===== config.mk =====
export PLATFORM = sky130hd
export DESIGN_NAME = track_station_coverage_check
export DESIGN_NICKNAME = d
export VERILOG_FILES = /design/src/sv/tscc_pkg.sv /design/src/sv/tscc_front.sv /design/src/sv/tscc_queue.sv /design/src/sv/tscc_back.sv /design/src/sv/track_station_coverage_check.sv
export SDC_FILE = /design/constraint.sdc
export NUM_CORES = 1
export LEC_CHECK = 0
export ABC_AREA = 1
export BUFFER_PORTS_ARGS = -buffer_cell sky130_fd_sc_hd__buf_2
export CELL_PAD_IN_SITES_DETAIL_PLACEMENT = 1
export CELL_PAD_IN_SITES_GLOBAL_PLACEMENT = 2
export CORE_ASPECT_RATIO = 1.5
export CORE_UTILIZATION = 40
export CTS_CLUSTER_DIAMETER = 100
export DETAILED_ROUTE_END_ITERATION = 16
export PLACE_DENSITY = 0.92
export SYNTH_ARGS = -nofsm -noshare
export SYNTH_HDL_FRONTEND = slang
export SYNTH_SLANG_ARGS = --single-unit

===== constraint.sdc =====
create_clock -name clk -period 9.9 [get_ports clk]
set_clock_uncertainty 0.1 [all_clocks]
set_input_delay 1.485 -clock clk [delete_from_list [all_inputs] [get_ports clk]]
set_output_delay 1.485 -clock clk [all_outputs]
set_load 0.01 [all_outputs]

===== src/sv/tscc_pkg.sv =====
`timescale 1ns / 1ps
`default_nettype none

package tscc_pkg;

  localparam int NUM_STATIONS  = 16;
  localparam int OUTER_WINDOWS = 8;
  localparam int QUEUE_DEPTH   = 2;

  localparam int WIN_BASE   = 1920;
  localparam int WIN_STEP   = 640;
  localparam int WIN_HALF   = 160;
  localparam int REPORT_MAX = 31;

  localparam int STN_W   = $clog2(NUM_STATIONS);
  localparam int RUN_W   = $clog2(NUM_STATIONS + 1);
  localparam int WIN_W   = (OUTER_WINDOWS > 1) ? $clog2(OUTER_WINDOWS) : 1;
  localparam int IDX_W   = 9;
  localparam int CNT_W   = 4;
  localparam int MOM_W   = 24;
  localparam int QPTR_W  = (QUEUE_DEPTH > 1) ? $clog2(QUEUE_DEPTH) : 1;
  localparam int QCNT_W  = $clog2(QUEUE_DEPTH + 1);
  localparam logic [CNT_W-1:0] CNT_MAX = '1;

  typedef enum logic [2:0] {
    FN_INNER_POINT = 3'd0,
    FN_OUTER_POINT = 3'd1,
    FN_INNER_HIT   = 3'd2,
    FN_OUTER_HIT   = 3'd3,
    FN_END         = 3'd4
  } func_t;

  typedef enum logic [2:0] {
    CFG_INNER_STATIONS = 3'd0,
    CFG_MIN_STATIONS   = 3'd1,
    CFG_COVERAGE_MODE  = 3'd2,
    CFG_MIN_MOMENTUM   = 3'd3,
    CFG_MAX_POINTS     = 3'd4
  } cfg_idx_t;

  typedef enum logic [1:0] {
    COV_NONE      = 2'd0,
    COV_HIT_RUN   = 2'd1,
    COV_HIT_TOTAL = 2'd2,
    COV_POINT_RUN = 2'd3
  } cov_mode_t;

  typedef enum logic [1:0] {
    CMD_POINT = 2'd0,
    CMD_HIT   = 2'd1,
    CMD_END   = 2'd2
  } cmd_op_t;

  typedef enum logic {
    BK_IDLE = 1'b0,
    BK_SCAN = 1'b1
  } back_state_t;

  typedef struct packed {
    logic [3:0]       inner_station_count;
    logic [4:0]       min_station_count;
    cov_mode_t        coverage_mode;
    logic [MOM_W-1:0] min_momentum;
    logic [3:0]       max_points_per_station;
  } cfg_t;

  typedef struct packed {
    cmd_op_t          op;
    logic [STN_W-1:0] idx;
    logic [MOM_W-1:0] mom;
  } cmd_t;

  typedef struct packed {
    logic             reconstructable;
    logic [4:0]       longest_point_run;
    logic [4:0]       longest_hit_run;
    logic [4:0]       hit_station_total;
    logic [CNT_W-1:0] most_points_on_station;
  } res_t;

  function automatic logic [4:0] sat_report(input logic [RUN_W-1:0] v);
    logic [4:0] r;
    if (32'(v) > REPORT_MAX) begin
      r = 5'(REPORT_MAX);
    end else begin
      r = 5'(v);
    end
    return r;
  endfunction

endpackage

`default_nettype wire


===== src/sv/tscc_front.sv =====
`timescale 1ns / 1ps
`default_nettype none

module tscc_front import tscc_pkg::*; (
  input  logic               in_valid,
  output logic               in_ready,
  input  logic [2:0]         func,
  input  logic [7:0]         station_number,
  input  logic signed [15:0] z_position,
  input  logic [MOM_W-1:0]   track_momentum,
  input  logic [3:0]         inner_station_count,
  input  logic               q_ready,
  output logic               push,
  output cmd_t               cmd
);

  logic             win_found;
  logic [WIN_W-1:0] win_idx;
  logic [IDX_W-1:0] st_idx;
  logic [IDX_W-1:0] raw_idx;
  logic             keep;

  always_comb begin
    logic signed [17:0] d;
    win_found = 1'b0;
    win_idx   = '0;
    for (int w = 0; w < OUTER_WINDOWS; w++) begin
      d = {{2{z_position[15]}}, z_position} - 18'(WIN_BASE + WIN_STEP * w);
      if (d < 18'(WIN_HALF) && d > -18'(WIN_HALF)) begin
        win_found = 1'b1;
        win_idx   = WIN_W'(w);
      end
    end
  end

  assign st_idx = {1'b0, station_number} - 9'd1;

  always_comb begin
    keep    = 1'b0;
    raw_idx = '0;
    cmd.op  = CMD_POINT;
    cmd.mom = track_momentum;
    unique case (func)
      FN_INNER_POINT: begin
        raw_idx = st_idx;
        keep    = station_number != 8'd0;
      end
      FN_OUTER_POINT: begin
        raw_idx = IDX_W'(win_idx) + IDX_W'(inner_station_count);
        keep    = win_found;
      end
      FN_INNER_HIT: begin
        cmd.op  = CMD_HIT;
        raw_idx = st_idx;
        keep    = station_number != 8'd0;
      end
      FN_OUTER_HIT: begin
        cmd.op  = CMD_HIT;
        raw_idx = st_idx + IDX_W'(inner_station_count);
        keep    = station_number != 8'd0;
      end
      FN_END: begin
        cmd.op = CMD_END;
        keep   = 1'b1;
      end
      default: begin
        keep = 1'b0;
      end
    endcase
    if (cmd.op != CMD_END && raw_idx >= IDX_W'(NUM_STATIONS)) begin
      keep = 1'b0;
    end
    cmd.idx = raw_idx[STN_W-1:0];
  end

  assign in_ready = q_ready;
  assign push     = in_valid && q_ready && keep;

endmodule

`default_nettype wire


===== src/sv/tscc_queue.sv =====
`timescale 1ns / 1ps
`default_nettype none

module tscc_queue import tscc_pkg::*; (
  input  logic clk,
  input  logic rst,
  input  logic push,
  output logic push_ready,
  input  cmd_t push_cmd,
  output logic pop_valid,
  input  logic pop,
  output cmd_t pop_cmd
);

  cmd_t              entries [QUEUE_DEPTH];
  logic [QPTR_W-1:0] wr_ptr;
  logic [QPTR_W-1:0] rd_ptr;
  logic [QCNT_W-1:0] count;
  logic              do_push;
  logic              do_pop;

  assign push_ready = count != QCNT_W'(QUEUE_DEPTH);
  assign pop_valid  = count != '0;
  assign pop_cmd    = entries[rd_ptr];
  assign do_push    = push && push_ready;
  assign do_pop     = pop && pop_valid;

  always_ff @(posedge clk) begin
    if (do_push) begin
      entries[wr_ptr] <= push_cmd;
    end
  end

  always_ff @(posedge clk) begin
    if (rst) begin
      wr_ptr <= '0;
      rd_ptr <= '0;
      count  <= '0;
    end else begin
      if (do_push) begin
        wr_ptr <= (wr_ptr == QPTR_W'(QUEUE_DEPTH - 1)) ? '0 : wr_ptr + 1'b1;
      end
      if (do_pop) begin
        rd_ptr <= (rd_ptr == QPTR_W'(QUEUE_DEPTH - 1)) ? '0 : rd_ptr + 1'b1;
      end
      if (do_push && !do_pop) begin
        count <= count + 1'b1;
      end else if (do_pop && !do_push) begin
        count <= count - 1'b1;
      end
    end
  end

endmodule

`default_nettype wire


===== src/sv/tscc_back.sv =====
`timescale 1ns / 1ps
`default_nettype none

module tscc_back import tscc_pkg::*; (
  input  logic clk,
  input  logic rst,
  input  cfg_t cfg,
  input  logic cmd_valid,
  output logic cmd_ready,
  input  cmd_t cmd,
  output logic res_valid,
  input  logic res_ready,
  output res_t res
);

  logic [CNT_W-1:0]  counts [NUM_STATIONS];
  logic [NUM_STATIONS-1:0] hit_map;
  back_state_t       state;
  back_state_t       state_next;
  logic [STN_W-1:0]  scan_idx;
  logic [RUN_W-1:0]  cur_p;
  logic [RUN_W-1:0]  best_p;
  logic [RUN_W-1:0]  cur_h;
  logic [RUN_W-1:0]  best_h;
  logic [RUN_W-1:0]  htot;
  logic [CNT_W-1:0]  pmax;
  logic [MOM_W-1:0]  mom;

  logic [RUN_W-1:0]  cur_p_next;
  logic [RUN_W-1:0]  best_p_next;
  logic [RUN_W-1:0]  cur_h_next;
  logic [RUN_W-1:0]  best_h_next;
  logic [RUN_W-1:0]  htot_next;
  logic [CNT_W-1:0]  pmax_next;

  logic [STN_W-1:0]  rd_idx;
  logic [CNT_W-1:0]  rd_cnt;
  logic              rd_hit;
  logic              pop;
  logic              last;
  logic              step;
  logic              finish;
  logic              cov_ok;
  logic              ok;

  assign rd_idx = (state == BK_SCAN) ? scan_idx : cmd.idx;
  assign rd_cnt = counts[rd_idx];
  assign rd_hit = hit_map[rd_idx];

  assign last   = scan_idx == STN_W'(NUM_STATIONS - 1);
  assign step   = (state == BK_SCAN) && !(last && res_valid && !res_ready);
  assign finish = step && last;

  always_comb begin
    cur_p_next  = (rd_cnt != '0) ? cur_p + 1'b1 : '0;
    best_p_next = (cur_p_next > best_p) ? cur_p_next : best_p;
    cur_h_next  = rd_hit ? cur_h + 1'b1 : '0;
    best_h_next = (cur_h_next > best_h) ? cur_h_next : best_h;
    htot_next   = htot + RUN_W'(rd_hit);
    pmax_next   = (rd_cnt > pmax) ? rd_cnt : pmax;
  end

  always_comb begin
    unique case (cfg.coverage_mode)
      COV_NONE:      cov_ok = 1'b1;
      COV_HIT_RUN:   cov_ok = 32'(best_h_next) >= 32'(cfg.min_station_count);
      COV_HIT_TOTAL: cov_ok = 32'(htot_next) >= 32'(cfg.min_station_count);
      COV_POINT_RUN: cov_ok = 32'(best_p_next) >= 32'(cfg.min_station_count);
      default:       cov_ok = 1'b0;
    endcase
    ok = (mom > cfg.min_momentum) && cov_ok && (pmax_next <= cfg.max_points_per_station);
  end

  always_ff @(posedge clk) begin
    if (rst) begin
      state <= BK_IDLE;
    end else begin
      state <= state_next;
    end
  end

  always_comb begin
    state_next = state;
    cmd_ready  = 1'b0;
    unique case (state)
      BK_IDLE: begin
        cmd_ready = 1'b1;
        if (cmd_valid && cmd.op == CMD_END) begin
          state_next = BK_SCAN;
        end
      end
      BK_SCAN: begin
        if (finish) begin
          state_next = BK_IDLE;
        end
      end
      default: begin
        state_next = BK_IDLE;
      end
    endcase
  end

  assign pop = cmd_valid && cmd_ready;

  always_ff @(posedge clk) begin
    if (rst) begin
      for (int i = 0; i < NUM_STATIONS; i++) begin
        counts[i] <= '0;
      end
      hit_map <= '0;
    end else begin
      if (pop && cmd.op == CMD_POINT && rd_cnt != CNT_MAX) begin
        counts[cmd.idx] <= rd_cnt + 1'b1;
      end
      if (pop && cmd.op == CMD_HIT) begin
        hit_map[cmd.idx] <= 1'b1;
      end
      if (step) begin
        counts[scan_idx]  <= '0;
        hit_map[scan_idx] <= 1'b0;
      end
    end
  end

  always_ff @(posedge clk) begin
    if (pop && cmd.op == CMD_END) begin
      scan_idx <= '0;
      cur_p    <= '0;
      best_p   <= '0;
      cur_h    <= '0;
      best_h   <= '0;
      htot     <= '0;
      pmax     <= '0;
      mom      <= cmd.mom;
    end else if (step) begin
      scan_idx <= scan_idx + 1'b1;
      cur_p    <= cur_p_next;
      best_p   <= best_p_next;
      cur_h    <= cur_h_next;
      best_h   <= best_h_next;
      htot     <= htot_next;
      pmax     <= pmax_next;
    end
  end

  always_ff @(posedge clk) begin
    if (rst) begin
      res_valid <= 1'b0;
    end else if (finish) begin
      res_valid <= 1'b1;
    end else if (res_ready) begin
      res_valid <= 1'b0;
    end
  end

  always_ff @(posedge clk) begin
    if (finish) begin
      res.reconstructable        <= ok;
      res.longest_point_run      <= sat_report(best_p_next);
      res.longest_hit_run        <= sat_report(best_h_next);
      res.hit_station_total      <= sat_report(htot_next);
      res.most_points_on_station <= pmax_next;
    end
  end

`ifndef SYNTHESIS
  a_finish_gives_result: assert property (@(posedge clk) disable iff (rst)
    finish |=> res_valid)
    else $error("scan finished without a result");

  a_finish_clears_hits: assert property (@(posedge clk) disable iff (rst)
    finish |=> hit_map == '0)
    else $error("hit map not cleared after track");

  a_end_starts_scan: assert property (@(posedge clk) disable iff (rst)
    (pop && cmd.op == CMD_END) |=> (state == BK_SCAN && scan_idx == '0))
    else $error("end of track did not start scan");
`endif

endmodule

`default_nettype wire


===== src/sv/track_station_coverage_check.sv =====
`timescale 1ns / 1ps
`default_nettype none

// Track station coverage check. Point and hit items of a track are classified
// on entry (outer points matched to their z window, outer items offset by the
// inner station count, out-of-range and unmatched items dropped) and pass
// through a two-entry command queue to the station store, which takes point
// and hit items while idle. An end-of-track item makes the back end walk its
// NUM_STATIONS slots, one per cycle but stalling at the last slot until the
// previous result is taken, building the run, total and maximum figures while
// it clears the store; the result then sits in an output register until taken.
// During the walk the front accepts items until the queue fills. Configuration
// writes are always accepted and are to be made only while the block is idle.
module track_station_coverage_check import tscc_pkg::*; (
  input  logic               clk,
  input  logic               rst,
  input  logic               in_valid,
  output logic               in_ready,
  input  logic [2:0]         func,
  input  logic [7:0]         station_number,
  input  logic signed [15:0] z_position,
  input  logic [23:0]        track_momentum,
  output logic               out_valid,
  input  logic               out_ready,
  output logic               reconstructable,
  output logic [4:0]         longest_point_run,
  output logic [4:0]         longest_hit_run,
  output logic [4:0]         hit_station_total,
  output logic [3:0]         most_points_on_station,
  input  logic               cfg_valid,
  output logic               cfg_ready,
  input  logic [2:0]         cfg_index,
  input  logic [23:0]        cfg_data
);

  cfg_t cfg;
  logic push;
  logic q_ready;
  cmd_t push_cmd;
  logic q_valid;
  logic q_pop;
  cmd_t q_cmd;
  res_t res;

  assign cfg_ready = 1'b1;

  always_ff @(posedge clk) begin
    if (rst) begin
      cfg.inner_station_count    <= 4'd2;
      cfg.min_station_count      <= 5'd4;
      cfg.coverage_mode          <= COV_HIT_RUN;
      cfg.min_momentum           <= '0;
      cfg.max_points_per_station <= 4'd4;
    end else if (cfg_valid && cfg_ready) begin
      unique case (cfg_index)
        CFG_INNER_STATIONS: cfg.inner_station_count    <= cfg_data[3:0];
        CFG_MIN_STATIONS:   cfg.min_station_count      <= cfg_data[4:0];
        CFG_COVERAGE_MODE:  cfg.coverage_mode          <= cov_mode_t'(cfg_data[1:0]);
        CFG_MIN_MOMENTUM:   cfg.min_momentum           <= cfg_data;
        CFG_MAX_POINTS:     cfg.max_points_per_station <= cfg_data[3:0];
        default: begin
        end
      endcase
    end
  end

  tscc_front u_front (
    .in_valid            (in_valid),
    .in_ready            (in_ready),
    .func                (func),
    .station_number      (station_number),
    .z_position          (z_position),
    .track_momentum      (track_momentum),
    .inner_station_count (cfg.inner_station_count),
    .q_ready             (q_ready),
    .push                (push),
    .cmd                 (push_cmd)
  );

  tscc_queue u_queue (
    .clk        (clk),
    .rst        (rst),
    .push       (push),
    .push_ready (q_ready),
    .push_cmd   (push_cmd),
    .pop_valid  (q_valid),
    .pop        (q_pop),
    .pop_cmd    (q_cmd)
  );

  tscc_back u_back (
    .clk       (clk),
    .rst       (rst),
    .cfg       (cfg),
    .cmd_valid (q_valid),
    .cmd_ready (q_pop),
    .cmd       (q_cmd),
    .res_valid (out_valid),
    .res_ready (out_ready),
    .res       (res)
  );

  assign reconstructable        = res.reconstructable;
  assign longest_point_run      = res.longest_point_run;
  assign longest_hit_run        = res.longest_hit_run;
  assign hit_station_total      = res.hit_station_total;
  assign most_points_on_station = res.most_points_on_station;

endmodule

`default_nettype wire

# Yosys cells after proc, flatten, opt, wreduce, memory -nomap -nowiden
# Memory sizes are Yosys's and may differ from the RTL's. A register that Yosys moved wholly into a read port is not among the register bits.
# Index checks and enable logic that the tools add are counted.
# classes
add_sub_neg	20
magnitude_cmp	30
mux	63
n_eq_ne	17
shift	0
bitwise_logic	4
reduce_logical	51
multipliers	0
div	0
# op_table
operator	count
> comparator 18 x 9 -> 1 bit (second input constant)	8
less-than comparator 18 x 9 -> 1 bit (second input constant)	8
subtractor 16 x 14 -> 17 bit (second input constant)	4
subtractor 16 x 13 -> 17 bit (second input constant)	3
2-to-1 mux 16 bit	3
2-to-1 mux 1 bit	34
logical AND 1 bit	28
one-hot mux 9 bit (3 select lines)	1
> comparator 24 bit	1
2-to-1 mux 4 bit	6
2-to-1 mux 5 bit	4
subtractor 16 x 12 -> 17 bit (second input constant)	1
AND 16 bit	1
NOT 16 bit	1
OR 16 bit	1
greater-or-equal comparator 5 bit	3
less-than comparator 4 x 5 -> 1 bit (second input constant)	3
== test 3 x 2 -> 1 bit (second input constant)	4
2-to-1 mux 3 bit	4
adder 5 x 1 -> 5 bit (second input constant)	2
> comparator 5 bit	2
AND reduction 2 bit	5
adder 9 x 4 -> 9 bit	1
greater-or-equal comparator 9 x 5 -> 1 bit (second input constant)	1
34 further kinds	56
# word_totals
memories	2
latch_bits	0
rom_bits	0
ram_bits	124
register_bits	138
# memory_table
name	depth	word_bits	read_ports	rd_ports_with_merged_regs	write_ports	line	rtl
u_back.counts	16	4	1	0	16	tscc_back.sv:16	logic [CNT_W-1:0] counts [NUM_STATIONS];
u_queue.entries	2	30	1	1	1	tscc_queue.sv:15	cmd_t entries [QUEUE_DEPTH];

# Longest topological paths before layout
# depth
ltp_word	21
mapped_depth	41
ltp_nobuf	39

# Modules after synthesis
# A second synthesis with hierarchy kept.
# unflattened
hier_cells	1943
area_unflattened_um2	16005.4
# modules_own_cells
module	cells_per_inst	n_inst	area_each_um2
tscc_back	1033	1	9022.4
tscc_front	527	1	2757.6
tscc_queue	130	1	2527.4
track_station_coverage_check	253	1	1697.9

# Least setup slack after synthesis
# Ideal clock, no wire load.
# synth_path
kind	input port to flip-flop
from	in z_position[10]
to	mem u_queue.entries[0][0] (netlist bit) (enable)
n_path_buf	1
stages	29
arrival_ns	5.608
path_slack_ns	3.775
t_required_ns	9.383
cell_sequence	clkbuf_1 -> inv_1 -> ha_1 -> nand2_1 -> nand2_1 -> nor2_1 -> nor2_1 -> nor3_1 -> nand3_1 -> nand2_1 -> o21ai_0 -> nand3_1 -> nand2_1 -> nand3_1 -> nand2_1 -> ha_1 -> inv_1 -> fa_1 -> or2_2 -> nand2_1 -> nand3_1 -> nand3_1 -> nor3_1 -> nand2_1 -> a21oi_1 -> nand2_1 -> nand2_1 -> nand2_1 -> nor2_1
# synth_via
elab_chain_len	19
word_cells_on_any_way	57
cone_classes	9 x add/sub; 17 x order compare; 20 x mux; 11 x reduce/logical
# synth_rtl
item	line	rtl
start, declared	track_station_coverage_check.sv:21	input logic signed [15:0] z_position,
subtractor 16 x 13 -> 17 bit	tscc_front.sv:28	d = {{2{z_position[15]}}, z_position} - 18'(WIN_BASE + WIN_STEP * w);
less-than comparator 18 x 9 -> 1 bit or > comparator 18 x 9 -> 1 bit (tied branches)	tscc_front.sv:29	if (d < 18'(WIN_HALF) && d > -18'(WIN_HALF)) begin
logical AND 1 bit	tscc_front.sv:29	
2-to-1 mux 1 bit	tscc_front.sv:29	
2-to-1 mux 2 bit (2 in series)	tscc_front.sv:29	
2-to-1 mux 3 bit (4 in series)	tscc_front.sv:29	
adder 3 x 4 -> 5 bit	tscc_front.sv:49	raw_idx = IDX_W'(win_idx) + IDX_W'(inner_station_count);
one-hot mux 9 bit (3 select lines)	tscc_front.sv:43	unique case (func)
greater-or-equal comparator 9 x 5 -> 1 bit	tscc_front.sv:70	if (cmd.op != CMD_END && raw_idx >= IDX_W'(NUM_STATIONS)) begin
logical AND 1 bit	tscc_front.sv:70	
2-to-1 mux 1 bit (*)	tscc_front.sv:70	
logical AND 1 bit (*)	tscc_front.sv:77	assign push = in_valid && q_ready && keep;
logical AND 1 bit (*)	tscc_queue.sv:25	assign do_push = push && push_ready;
2-to-1 mux 1 bit (*)	tscc_queue.sv:29	if (do_push) begin
2-to-1 mux 1 bit (not written as such) (*)	tscc_queue.sv:30	entries[wr_ptr] <= push_cmd;
end, declared	tscc_queue.sv:15	
# Every way passes the cells marked *; elsewhere a longest branch is shown, timed or not.

==> impl_metrics.json <==
{
  "drv_slew": 0,
  "p_int_mw": 2.51,
  "tightest_slew_ps": 1030,
  "synth_warnings": 0,
  "grt_pass1_vias": 13400,
  "ant_nets": 0,
  "final.fill_count": 4555,
  "routed_wl_um": 44300,
  "arrival_ps": 6300,
  "grt_usage_pct": 22.9,
  "syn_area_um2": 15200,
  "status": "finished, final reports clean",
  "min_from": "cfg[13]",
  "cts_tree": "built",
  "cp-start-kind": "register",
  "combPwrFrac_pct": 45.4,
  "yosysTopAreaCell": "edfxtp_1",
  "fin_tns_setup_ps": 0,
  "drc": 0,
  "path_clk_slew_ps": 60,
  "clk_path_buf_depth": 3,
  "switching_power_mw": 1.94,
  "cp_top_family": "simple AND/OR/NAND/NOR gates",
  "cp_max_fo": 49,
  "ir_drop_uv": 193,
  "dpl_cell_area_um2": 16100,
  "dieArea_um2": 38800,
  "design_area_um2": 17000,
  "p_seq_share_pct": 32.2,
  "wl_per_cell_um": 18.0,
  "cts_resized": 0,
  "setup_violations": 0,
  "synth_fp_nets": 2053,
  "antenna_found_initial": 0,
  "critPathRequiredTime_ps": 10070,
  "fp.dieW_um": 161,
  "critPathMaxStageDelay_ps": 660,
  "synth_top_area_share_pct": 33.2,
  "cts_made_buffers": 28,
  "fmax_mhz": 163,
  "syn_inst": 1870,
  "max-cap-violations": 0,
  "max_slew_margin_pct": 31.2,
  "die_y_um": 241,
  "cp_slowest_cell": "dfxtp_1",
  "finalHoldViolations": 0,
  "syn_avg_cell_area_um2": 8.12,
  "start_util_pct": 40.4,
  "cts_hold_buf": 0,
  "fin_crit_sh_pct": 61.9,
  "power.share.clock_pct": 22.5,
  "path_class": "register to register",
  "vias": 12900,
  "switching_share_pct": 43.7,
  "h-tree-depth": 1,
  "clkSinkCount": 263,
  "place_congestion": 0.937,
  "synth-seq-area-share_pct": 45.7,
  "ys.flop_type": "edfxtp_1",
  "drive_gt1_share_pct": 11.4,
  "fin_crit_ps": 6130,
  "powerDensity_nw_per_um2": 263,
  "syn2layout_area_growth_pct": 11.6,
  "core_um2": 37600,
  "cp-end-kind": "register",
  "crit_top_cell": "nand2_1",
  "grt_pass1_wl_um": 69400,
  "grt_max_degree": 72,
  "worstSkewPairLatency_ps": 590,
  "fin_nets": 2136,
  "via_per_inst": 5.22,
  "dp_hpwl_um": 33600,
  "synth-edff-count": 168,
  "ys_top_cells_by_area": "edfxtp_1 (33%), dfxtp_1 (13%), nand2_1 (9.8%), ha_1 (8.1%), nor2_1 (6.0%)",
  "overflow": 0,
  "fin_hold_ws_ps": 366,
  "firstDrtPassIters": 5,
  "post_cts_buffers": 0,
  "pin_count": 106,
  "drt_iter0_drc": 510,
  "synth_seq_cells": 263,
  "cts_root_buffer": "clkbuf_16",
  "portBuffers": 104,
  "p_leak_nw": 7.51,
  "hp-class": "register to register",
  "power_mw": 4.45,
  "yosysUniqueCellTypes": 49,
  "rsz0062_at_grt": "false",
  "row_count": 87,
  "postSynth.asyncResetShare_pct": 0,
  "cp.buffers_inverters": 8
}
## stage by stage
step,instances,setup slack [ps],util [%]
2_1_floorplan,1870,3770,-
3_3_place_gp,2412,3490,42.8
3_5_place_dp,2412,3410,42.8
4_1_cts,2463,3730,45.1
5_1_grt,2463,3030,45.1
6_report,2464,3770,45.1
## cell families (layout without fill, tap and decap cells)
kind of cell / after synthesis / in the layout / synth area share [%]
and+or+nand+nor: 874 / 874 / 24.3
buffers and inverters: 308 / 412 / 8.25
AOI/OAI and AO/OA: 281 / 281 / 10.4
DFF: 263 / 263 / 45.7
adders and majority gates: 100 / 100 / 8.34
muxes: 26 / 26 / 1.92
xor gates and xnor gates: 17 / 17 / 0.980
other: 1 / 2 / 0.0247
## path summary, 6_finish.rpt
kind	end	slack (ps)	cells past startpoint
max	u_back.res[19]	3770	38
min	cfg[13]	370	2
max reg2reg	u_back.res[19]	3770	38
min reg2reg	cfg[13]	370	2
## routing by layer
metal	part of all wire, %	GRT usage, %	vias to the layer above
li1	-	-	6346
met1	37	23.5	6219
met2	56	46.6	199
met3	2.3	1.89	86
met4	4.1	9.83	0
met5	0	0	-
## registers in the layout, indices dropped and copies added, names as in the netlist, 16 cells and up, named ones only
signal           cells
u_back.res          20
u_back.mom          24
u_queue.entries     60
u_back.hit_map      16
cfg                 39
u_back.counts       64
## synthesized netlist by cell type (5+ instances only)
| cell | number |
|---|---|
| nand3_1 | 168 |
| clkbuf_1 | 32 |
| o21ai_1 | 7 |
| o21bai_1 | 8 |
| inv_1 | 239 |
| xor2_1 | 15 |
| buf_6 | 7 |
| edfxtp_1 | 168 |
| buf_4 | 8 |
| nand4_1 | 15 |
| nand2_1 | 396 |
| o21ai_0 | 102 |
| a211oi_1 | 6 |
| nand2_2 | 6 |
| o211ai_1 | 22 |
| buf_1 | 5 |
| buf_2 | 11 |
| dfxtp_1 | 95 |
| nor3_1 | 10 |
| mux2_2 | 25 |
| nor2_1 | 244 |
| or2_2 | 5 |
| nor2_2 | 7 |
| o21ai_2 | 8 |
| nand3_2 | 11 |
| a21oi_1 | 111 |
| ha_1 | 98 |
## worst reg2reg max path, delay by kind of cell, from the launching register on
family	cells	cell delay [ps]
fa+ha+maj	3	630
compound gates	10	1380
simple gates	17	2040
buf+inv	8	970
flops	1	660
## final cells by class
class	count	area, um2	area share [%]
Antenna cell	1	2.50	0.0148
Clock buffer	40	756	4.46
Clock inverter	11	114	0.672
Inverter	245	920	5.43
Multi-Input combinational cell	1299	6990	41.2
Sequential cell	263	6950	41.0
Tap cell	489	612	3.61
Timing Repair Buffer	116	611	3.60
## power by group through the flow
| stage | sequential, mW | clock, mW | combinational (mW) |
|---|---|---|---|
| after global placement | 1.45 | 0 | 1.93 |
| final | 1.43 | 1.00 | 2.02 |
| after CTS | 1.43 | 1.02 | 2.05 |
| after floorplan | 1.41 | 0 | 1.46 |
| after global routing | 1.45 | 1.05 | 2.28 |
| after detailed placement | 1.45 | 0 | 2.00 |
## layout by cell type, fill, tap and decap left out, drive strengths merged, types with 40 or more instances in the layout
cell type    n
inv        245
dfxtp       95
buf        116
nor2       251
nand3      179
edfxtp     168
a21oi      112
clkbuf      40
o21ai      118
ha          98
nand2      403
Power figures use the tool's default switching activity.
